[src/design/wpm_pkg.sv]
// ----------------------------------------------------------------------------
// wpm_pkg: shared definitions for the wildcard pattern matcher
// Sizes, pattern symbols, command and register codes, cell link types and the
// case folding helper used by the cell row and the top level.
// ----------------------------------------------------------------------------
`default_nettype none

package wpm_pkg;

  // pattern store depth and derived widths
  localparam int unsigned PAT_MAX = 32;
  localparam int unsigned IDX_W   = $clog2(PAT_MAX);
  localparam int unsigned LEN_W   = 6;
  localparam int unsigned SYM_W   = 8;

  // stream and configuration port widths
  localparam int unsigned IN_DATA_W  = 16;
  localparam int unsigned IN_USER_W  = 2;
  localparam int unsigned OUT_DATA_W = 8;
  localparam int unsigned CFG_IDX_W  = 1;
  localparam int unsigned CFG_DATA_W = 8;

  // special pattern symbols
  localparam logic [SYM_W-1:0] SYM_STAR   = 8'h2A;
  localparam logic [SYM_W-1:0] SYM_CARET  = 8'h5E;
  localparam logic [SYM_W-1:0] SYM_DOLLAR = 8'h24;
  localparam logic [SYM_W-1:0] SYM_NUL    = 8'h00;

  // ascii case folding
  localparam logic [SYM_W-1:0] UPPER_A  = 8'h41;
  localparam logic [SYM_W-1:0] UPPER_Z  = 8'h5A;
  localparam logic [SYM_W-1:0] CASE_OFS = 8'h20;

  // command carried in tuser
  typedef enum logic [IN_USER_W-1:0] {
    CMD_PAT  = 2'd0,
    CMD_TEXT = 2'd1,
    CMD_END  = 2'd2
  } cmd_e;

  // configuration register indexes
  typedef enum logic [CFG_IDX_W-1:0] {
    CFG_CASE_SENS = 1'b0,
    CFG_PAT_LEN   = 1'b1
  } cfg_idx_e;

  // signals handed from one cell to the next
  typedef struct packed {
    logic in_ok;     // this and all earlier positions lie inside the pattern
    logic c1_carry;  // star closure after start injection
    logic adv;       // literal matched, advance to the next position
    logic c2_carry;  // star closure after the text step
  } link_t;

  // per-cell control from the top level
  typedef struct packed {
    logic             wr_en;
    logic [SYM_W-1:0] wr_sym;
    logic             in_len;
    logic             inject;
    logic             next_is_len;
    logic [SYM_W-1:0] txt_fold;
    logic             case_sens;
    logic             step;
    logic             clear;
  } cell_ctrl_t;

  // per-cell status towards the top level
  typedef struct packed {
    logic is_len;
    logic caret;
    logic dollar;
    logic c1;
    logic c2;
  } cell_stat_t;

  // fold ascii upper case to lower case unless comparison is exact
  function automatic logic [SYM_W-1:0] fold_case(input logic [SYM_W-1:0] c,
                                                 input logic             cs);
    logic [SYM_W-1:0] r;
    r = c;
    if (!cs && (c >= UPPER_A) && (c <= UPPER_Z)) begin
      r = c + CASE_OFS;
    end
    return r;
  endfunction

endpackage

`default_nettype wire

[src/design/wpm_cell.sv]
// ----------------------------------------------------------------------------
// wpm_cell: one pattern position of the matcher
// Holds one pattern byte and the active bit of its position, takes the star
// closure and literal advance from its left neighbour and passes them on.
// ----------------------------------------------------------------------------
`default_nettype none

module wpm_cell (
  input  wire                 clk_i,
  input  wire                 rst_ni,
  input  wpm_pkg::cell_ctrl_t ctrl_i,
  input  wpm_pkg::link_t      link_i,
  output wpm_pkg::link_t      link_o,
  output wpm_pkg::cell_stat_t stat_o
);
  import wpm_pkg::*;

  logic [SYM_W-1:0] sym_q;
  logic             act_q, act_d;
  logic             in_rng, is_star, is_dollar, is_lit, eq;
  logic             c1, c2, stay;

  // pattern byte, written by pattern transactions only
  always_ff @(posedge clk_i) begin
    if (ctrl_i.wr_en) begin
      sym_q <= ctrl_i.wr_sym;
    end
  end

  // position classification
  assign in_rng    = link_i.in_ok && ctrl_i.in_len && (sym_q != SYM_NUL);
  assign is_star   = in_rng && (sym_q == SYM_STAR);
  assign is_dollar = in_rng && (sym_q == SYM_DOLLAR) && ctrl_i.next_is_len;
  assign eq        = (fold_case(sym_q, ctrl_i.case_sens) == ctrl_i.txt_fold);
  assign is_lit    = in_rng && !is_star && !is_dollar && eq;

  // closure after injection, then text step and second closure
  assign c1   = act_q || ctrl_i.inject || link_i.c1_carry;
  assign stay = c1 && is_star;
  assign c2   = stay || link_i.adv || link_i.c2_carry;

  assign link_o.in_ok    = in_rng;
  assign link_o.c1_carry = stay;
  assign link_o.adv      = c1 && is_lit;
  assign link_o.c2_carry = c2 && is_star;

  assign stat_o.is_len = link_i.in_ok && !in_rng;
  assign stat_o.caret  = in_rng && (sym_q == SYM_CARET);
  assign stat_o.dollar = is_dollar;
  assign stat_o.c1     = c1;
  assign stat_o.c2     = c2;

  // active bit update
  always_comb begin
    act_d = act_q;
    if (ctrl_i.clear) begin
      act_d = 1'b0;
    end else if (ctrl_i.step) begin
      act_d = c2;
    end
  end

  always_ff @(posedge clk_i or negedge rst_ni) begin
    if (!rst_ni) begin
      act_q <= 1'b0;
    end else begin
      act_q <= act_d;
    end
  end

endmodule

`default_nettype wire

[src/design/wildcard_pattern_matcher.sv]
// Latency: a match result is shown on the master side in the cycle after the
// end-of-text transaction is accepted, unless an earlier result still waits.
// Throughput: one transaction per cycle, stalled only while two results wait;
// the per-byte path is the two star closures rippling through the 32 cells.
// Reset: active set, text and match flags and the result buffer clear at once,
// the exact compare flag resets to 1 and pattern_length to 0; bytes not reset.
// ----------------------------------------------------------------------------
// wildcard_pattern_matcher: streamed glob matcher with start and end anchors
// A row of position cells keeps the set of live pattern positions and
// advances it once per text byte; a two-entry buffer holds match results.
// ----------------------------------------------------------------------------
`default_nettype none

module wildcard_pattern_matcher (
  input  wire                              clk_i,
  input  wire                              rst_ni,
  // configuration write channel
  input  wire                              cfg_valid_i,
  output logic                             cfg_ready_o,
  input  wire [wpm_pkg::CFG_IDX_W-1:0]     cfg_index_i,
  input  wire [wpm_pkg::CFG_DATA_W-1:0]    cfg_data_i,
  // input stream
  input  wire                              s_axis_tvalid,
  output logic                             s_axis_tready,
  input  wire [wpm_pkg::IN_DATA_W-1:0]     s_axis_tdata,  // symbol[7:0], index[12:8]
  input  wire [wpm_pkg::IN_USER_W-1:0]     s_axis_tuser,  // command[1:0]
  // result stream
  output logic                             m_axis_tvalid,
  input  wire                              m_axis_tready,
  output logic [wpm_pkg::OUT_DATA_W-1:0]   m_axis_tdata   // matched[0]
);
  import wpm_pkg::*;

  logic             case_sens_q;
  logic [LEN_W-1:0] pat_len_q;
  logic             text_started_q, text_started_d;
  logic             match_seen_q, match_seen_d;
  logic             acc_q, acc_d;
  logic             out_valid_q, skid_valid_q;
  logic             out_data_q, skid_data_q;

  logic             in_acc, pop, do_pat, do_text, do_end;
  cmd_e             cmd;
  logic [SYM_W-1:0] sym, txt_fold;
  logic [IDX_W-1:0] wr_idx;
  logic             anchored, inj_en;
  logic             c1_acc, c2_acc;
  logic             m_pre, m_post, dollar_hit, result;

  link_t            links [PAT_MAX+1];
  cell_ctrl_t       ctrl  [PAT_MAX];
  cell_stat_t       stat  [PAT_MAX];

  // configuration registers
  assign cfg_ready_o = 1'b1;

  always_ff @(posedge clk_i or negedge rst_ni) begin
    if (!rst_ni) begin
      case_sens_q <= 1'b1;
      pat_len_q   <= '0;
    end else if (cfg_valid_i) begin
      unique case (cfg_idx_e'(cfg_index_i))
        CFG_CASE_SENS: case_sens_q <= cfg_data_i[0];
        CFG_PAT_LEN:   pat_len_q   <= cfg_data_i[LEN_W-1:0];
      endcase
    end
  end

  // input transaction decode
  assign s_axis_tready = !skid_valid_q;
  assign in_acc        = s_axis_tvalid && s_axis_tready;
  assign cmd           = cmd_e'(s_axis_tuser);
  assign sym           = s_axis_tdata[SYM_W-1:0];
  assign wr_idx        = s_axis_tdata[SYM_W +: IDX_W];
  assign txt_fold      = fold_case(sym, case_sens_q);

  always_comb begin
    do_pat  = 1'b0;
    do_text = 1'b0;
    do_end  = 1'b0;
    if (in_acc) begin
      unique case (cmd)
        CMD_PAT:  do_pat  = 1'b1;
        CMD_TEXT: do_text = 1'b1;
        CMD_END:  do_end  = 1'b1;
        default:  ;
      endcase
    end
  end

  // start injection: position 1 behind a leading caret, else position 0
  assign anchored = stat[0].caret;
  assign inj_en   = !text_started_q || !anchored;

  // row of position cells
  assign links[0] = '{in_ok: 1'b1, c1_carry: 1'b0, adv: 1'b0, c2_carry: 1'b0};

  for (genvar g = 0; g < PAT_MAX; g++) begin : g_cell
    always_comb begin
      ctrl[g].wr_en     = do_pat && (wr_idx == IDX_W'(g));
      ctrl[g].wr_sym    = sym;
      ctrl[g].in_len    = (pat_len_q > LEN_W'(g));
      ctrl[g].txt_fold  = txt_fold;
      ctrl[g].case_sens = case_sens_q;
      ctrl[g].step      = do_text;
      ctrl[g].clear     = do_end;
      if (g == 0) begin
        ctrl[g].inject = inj_en && !anchored;
      end else if (g == 1) begin
        ctrl[g].inject = inj_en && anchored;
      end else begin
        ctrl[g].inject = 1'b0;
      end
      if (g == PAT_MAX-1) begin
        ctrl[g].next_is_len = links[PAT_MAX].in_ok;
      end else begin
        ctrl[g].next_is_len = stat[(g+1) % PAT_MAX].is_len;
      end
    end

    wpm_cell u_cell (
      .clk_i  (clk_i),
      .rst_ni (rst_ni),
      .ctrl_i (ctrl[g]),
      .link_i (links[g]),
      .link_o (links[g+1]),
      .stat_o (stat[g])
    );
  end

  // accept position beyond the last cell
  assign c1_acc = acc_q || links[PAT_MAX].c1_carry;
  assign c2_acc = links[PAT_MAX].adv || links[PAT_MAX].c2_carry;

  // accept position and end anchor checks over the row
  always_comb begin
    m_pre      = links[PAT_MAX].in_ok && c1_acc;
    m_post     = links[PAT_MAX].in_ok && c2_acc;
    dollar_hit = 1'b0;
    for (int i = 0; i < PAT_MAX; i++) begin
      m_pre      = m_pre      || (stat[i].is_len && stat[i].c1);
      m_post     = m_post     || (stat[i].is_len && stat[i].c2);
      dollar_hit = dollar_hit || (stat[i].dollar && stat[i].c1);
    end
  end

  assign result = match_seen_q || m_pre || dollar_hit;

  // text state update
  always_comb begin
    text_started_d = text_started_q;
    match_seen_d   = match_seen_q;
    acc_d          = acc_q;
    if (do_text) begin
      text_started_d = 1'b1;
      match_seen_d   = match_seen_q || m_pre || m_post;
      acc_d          = c2_acc;
    end else if (do_end) begin
      text_started_d = 1'b0;
      match_seen_d   = 1'b0;
      acc_d          = 1'b0;
    end
  end

  always_ff @(posedge clk_i or negedge rst_ni) begin
    if (!rst_ni) begin
      text_started_q <= 1'b0;
      match_seen_q   <= 1'b0;
      acc_q          <= 1'b0;
    end else begin
      text_started_q <= text_started_d;
      match_seen_q   <= match_seen_d;
      acc_q          <= acc_d;
    end
  end

  // result buffer: output register with one skid entry
  assign pop = out_valid_q && m_axis_tready;

  always_ff @(posedge clk_i or negedge rst_ni) begin
    if (!rst_ni) begin
      out_valid_q  <= 1'b0;
      skid_valid_q <= 1'b0;
    end else if (skid_valid_q) begin
      if (pop) begin
        skid_valid_q <= 1'b0;
      end
    end else if (do_end) begin
      if (!out_valid_q || pop) begin
        out_valid_q <= 1'b1;
      end else begin
        skid_valid_q <= 1'b1;
      end
    end else if (pop) begin
      out_valid_q <= 1'b0;
    end
  end

  always_ff @(posedge clk_i) begin
    if (skid_valid_q) begin
      if (pop) begin
        out_data_q <= skid_data_q;
      end
    end else if (do_end) begin
      if (!out_valid_q || pop) begin
        out_data_q <= result;
      end else begin
        skid_data_q <= result;
      end
    end
  end

  assign m_axis_tvalid = out_valid_q;
  assign m_axis_tdata  = {{(OUT_DATA_W-1){1'b0}}, out_data_q};

`ifndef NO_ASSERTIONS
  // skid entry only fills behind a held output
  a_skid_order: assert property (@(posedge clk_i) disable iff (!rst_ni)
    skid_valid_q |-> out_valid_q)
    else $error("skid entry valid while output register empty");

  // end of text leaves no text state behind
  a_end_clears: assert property (@(posedge clk_i) disable iff (!rst_ni)
    do_end |=> (!text_started_q && !match_seen_q && !acc_q))
    else $error("text state not cleared after end of text");

  // a text byte always marks the text as started
  a_text_starts: assert property (@(posedge clk_i) disable iff (!rst_ni)
    do_text |=> text_started_q)
    else $error("text not marked started after text byte");

  // every end of text produces a buffered result
  a_end_result: assert property (@(posedge clk_i) disable iff (!rst_ni)
    do_end |=> out_valid_q)
    else $error("end of text gave no result");
`endif

endmodule

`default_nettype wire
[config.mk]
export PLATFORM = sky130hd
export DESIGN_NAME = wildcard_pattern_matcher
export DESIGN_NICKNAME = d
export VERILOG_FILES = /design/src/design/wpm_pkg.sv /design/src/design/wpm_cell.sv /design/src/design/wildcard_pattern_matcher.sv
export SDC_FILE = /design/constraint.sdc
export NUM_CORES = 1
export LEC_CHECK = 0
export ABC_AREA = 1
export BUFFER_PORTS_ARGS = -buffer_cell sky130_fd_sc_hd__buf_2
export CORE_AREA = 2 2 203 205
export DETAILED_ROUTE_END_ITERATION = 12
export DIE_AREA = 0 0 205 207
export PLACE_DENSITY = 0.63
export SLEW_MARGIN = 20
export SYNTH_ARGS = -nofsm -noshare
export SYNTH_HDL_FRONTEND = slang
export SYNTH_SLANG_ARGS = --single-unit
[constraint.sdc]
create_clock -name clk_i -period 10 [get_ports clk_i]
set_input_delay 0.5 -clock clk_i [delete_from_list [all_inputs] [get_ports clk_i]]
set_output_delay 0.5 -clock clk_i [all_outputs]
set_load 0.05 [all_outputs]
==> impl_summary.txt <==
----------------------------------------------------
[STA]
  Post-route worst setup slack ... 1950 ps
  Fin crit period ... 8050 ps
  Final slew viol count ... 0
  Worst setup skew after layout ... 21.6 ps
  Setup-failing EPs final ... 0
  Maximum achievable frequency ... 124 MHz
  Setup TNS ... 0 ps
  Hold Violations, Final ... 0
  Transition time at the pin with the least slew margin ... 1060 ps
  Share of the clock period used by the worst path ... 80.5%
  Worst slew margin ... 29.0%
  Setup repair after global routing missed its margin ... false

[Critical path]
  Reg-to-reg endpoint ... match_seen_q
  Kind of start point of the critical path ... flip-flop
  Cell with the largest stage delay on the worst path ... dfstp_2
  Worst reg2reg setup slack ... 1950 ps
  Required time at the endpoint of the critical path ... 10480 ps
  Slowest stage delay, CP ... 940 ps
  CP max FO ... 25
  CP arrival ... 8530 ps
  CP Class ... reg -> reg
  Beginning of the worst register-to-register path ... case_sens_q
  Most repeated library cell on the critical path ... nand2_1
  Depth of the most critical reg-to-reg path ... 74
  Endpoint type of the worst setup path ... flip-flop

[Synth]
  Leading area contributor after synthesis ... edfxtp_1
  Post-synthesis sequential element count ... 302
  Top cells by area in the synthesized netlist ... edfxtp_1, nand2_1, nor2_1
  Cell count after synthesis ... 2470
  Post-synth design cell area ... 20300 um^2
  Share of synthesized flip-flops with an asynchronous set or reset ... 14.6%
  Number of flops mapped to enable cells by yosys ... 258
  Top cell type's share of synthesized area ... 38.2%
  Synthesis warning total ... 0
  Distinct cell type count after synthesis ... 61
  Portion of the post-synthesis area used by sequential elements ... 43.7%
  Average cell area after synthesis ... 8.20 um^2
  Top FF cell, synth ... edfxtp_1

[Route]
  Average wire length per cell after detail routing ... 19.6 um
  Number of iterations in the first detailed-routing pass ... 6
  Vias per cell ... 5.76
  Count of antenna-violating nets left after detailed routing ... 0
  Wire length reported by the detailed router ... 59900 um
  Iteration-0 DRC count of the detailed router ... 1809
  Vias after detailed routing ... 17600
  Post-detailed-route DRC marker count ... 0

[Floorplan]
  Area enclosed by the die boundary ... 42400 um^2
  Overall die height ... 207 um
  Starting density of the core ... 50.2%
  Die W ... 205 um
  Number of top-level pins ... 43
  Number of cell rows ... 74
  Core Footprint ... 40400 um^2

[Clock tree]
  Root buffer cell ... clkbuf_16
  Insertion delay to the later sink of the worst-skew pair ... 560 ps
  Reg clk slew, reported paths ... 50 ps
  Cts repair resizes ... 0
  Clock Tree Buf Depth ... 3
  Cts hold-fix bufs ... 0
  # clock sinks ... 302
  H-Tree Level Count ... 2
  Clock tree from TritonCTS ... built
  Number of buffers inserted by post-CTS setup repair ... 0
  Total clock buffers created by CTS ... 36

[Cells and area]
  Fraction of layout cells with a size suffix above 1 ... 10.6%
  Net total in the final layout ... 2570
  Flip-flop count of the largest register, all copies and words added ... 256
  Post-layout instance area ... 22200 um^2
  Biggest register ... g_cell.u_cell.sym_q
  Area growth, synth to finish ... 9.44%
  Final Instance Count excl. Fillers ... 3065
  Largest registers ... g_cell.u_cell.sym_q (256), g_cell.u_cell.act_q (32), pat_len_q (6)

[Global routing]
  Pin count of the biggest net entering global routing ... 57
  Total global routing track utilization ... 28.1%
  Vias in the first global route ... 16500
  Global-route wire length before repair ... 91900 um
  Number of antenna violations at the first check in global routing ... 2
  Residual overflow from global routing ... 0

[Power]
  Pwr/cell area ... 137 nW/um^2
  Post-layout total power ... 3.03 mW
  Worst IR Drop VDD ... 103 uV
  Leak Pwr ... 8.79 nW

[Placed design]
  Number of buffers added on ports ... 29
  Final weighted congestion in routability-driven placement ... 0.957
  Post-Place Cell Area ... 21000 um^2
  HPWL after detailed placement ... 41500 um
  Inst Count DP ... 2999
  Worst setup slack after placement ... 2100 ps

[Run]
  Max capacitance violation total ... 0

[Min path]
  Type of the most critical hold path ... in -> async

[Status]
  Status ... completed

----------------------------------------------------
logic make-up (layout without fill, tap and decap cells):
logic type / Yosys count / after routing / share of synthesized area [%]
compound gates: 300 / 300 / 8.90
xor+xnor: 161 / 161 / 6.96
fa+ha+maj: 33 / 33 / 2.04
buf+inv: 366 / 422 / 7.09
flops: 302 / 302 / 43.7
mux: 2 / 2 / 0.0988
other cells: 2 / 9 / 0.0371
simple gates: 1304 / 1304 / 31.2
layout by cell type, fill, tap and decap left out, drive strengths merged, types with 8 or more instances in the layout:
master   count
o211ai      18
nor4        56
nand4       69
a21oi       93
nand2      508
o21ai      105
nor2       353
clkbuf      50
edfxtp     258
o21a        12
buf         50
conb         8
o2111ai     24
clkinv      11
or2         29
inv        306
dfrtp       43
nand3b      16
ha          33
xor2        95
xnor2       66
nand3      124
a221oi       8
nor3       125
synthesized netlist by cell type (43+ instances only):
library cell / n
inv_1: 288
nor3_1: 123
xnor2_1: 66
nor4_1: 56
o21ai_0: 101
a21oi_1: 93
nand3_1: 121
nor2_1: 333
nand2_2: 55
nand2_1: 417
edfxtp_1: 258
nand4_1: 69
dfrtp_1: 43
xor2_1: 95
per-stage QoR:
step	utilization [%]	hold slack [ps]
floorplan	-	204
global placement	52.0	503
detailed placement	52.0	510
CTS	54.9	96.7
global route	54.9	132
finish	54.9	96.4
worst max-delay path by stage:
stage	startpoint	endpoint	slack [ps]	cells after the start
2_1_floorplan	g_cell[0].u_cell.sym_q[1]	out_data_q	4450	72
3_3_place_gp	case_sens_q	match_seen_q	2170	74
3_5_place_dp	case_sens_q	acc_q	2100	74
4_1_cts	case_sens_q	match_seen_q	2050	74
5_1_grt	case_sens_q	acc_q	1190	74
6_report	case_sens_q	match_seen_q	1950	74
worst max-delay path: cells and delay by family (launching register included):
family / cells / cell delay, ps
buffers and inverters: 1 / 530
flip-flops: 1 / 940
AND/OR/NAND/NOR: 73 / 6460
layout make-up:
| cell class | instances | area (um^2) |
|---|---|---|
| clock inverters | 15 | 181 |
| flip-flops and latches | 302 | 8850 |
| multi-input cells | 1808 | 10000 |
| well taps | 532 | 666 |
| repair buffers | 50 | 328 |
| diodes | 1 | 2.50 |
| fillers | 3646 | 18200 |
| inverters | 307 | 1150 |
| clock buffers | 50 | 995 |
power by group:
| part | internal (mW) | switching (mW) | leakage (nW) |
|---|---|---|---|
| logic | 0.0738 | 0.238 | 5.30 |
| clock network | 0.799 | 0.526 | 0.573 |
| registers | 1.38 | 0.0156 | 2.91 |
| total | 2.25 | 0.779 | 8.79 |
layer usage:
layer | track usage [%] | part of all wire [%]
met3 | 3.48 | 6.8
met1 | 39.3 | 45
met2 | 44.6 | 45
met5 | 0 | 0
met4 | 11.0 | 3.7
Note: power is estimated with default switching activity, not from simulation.
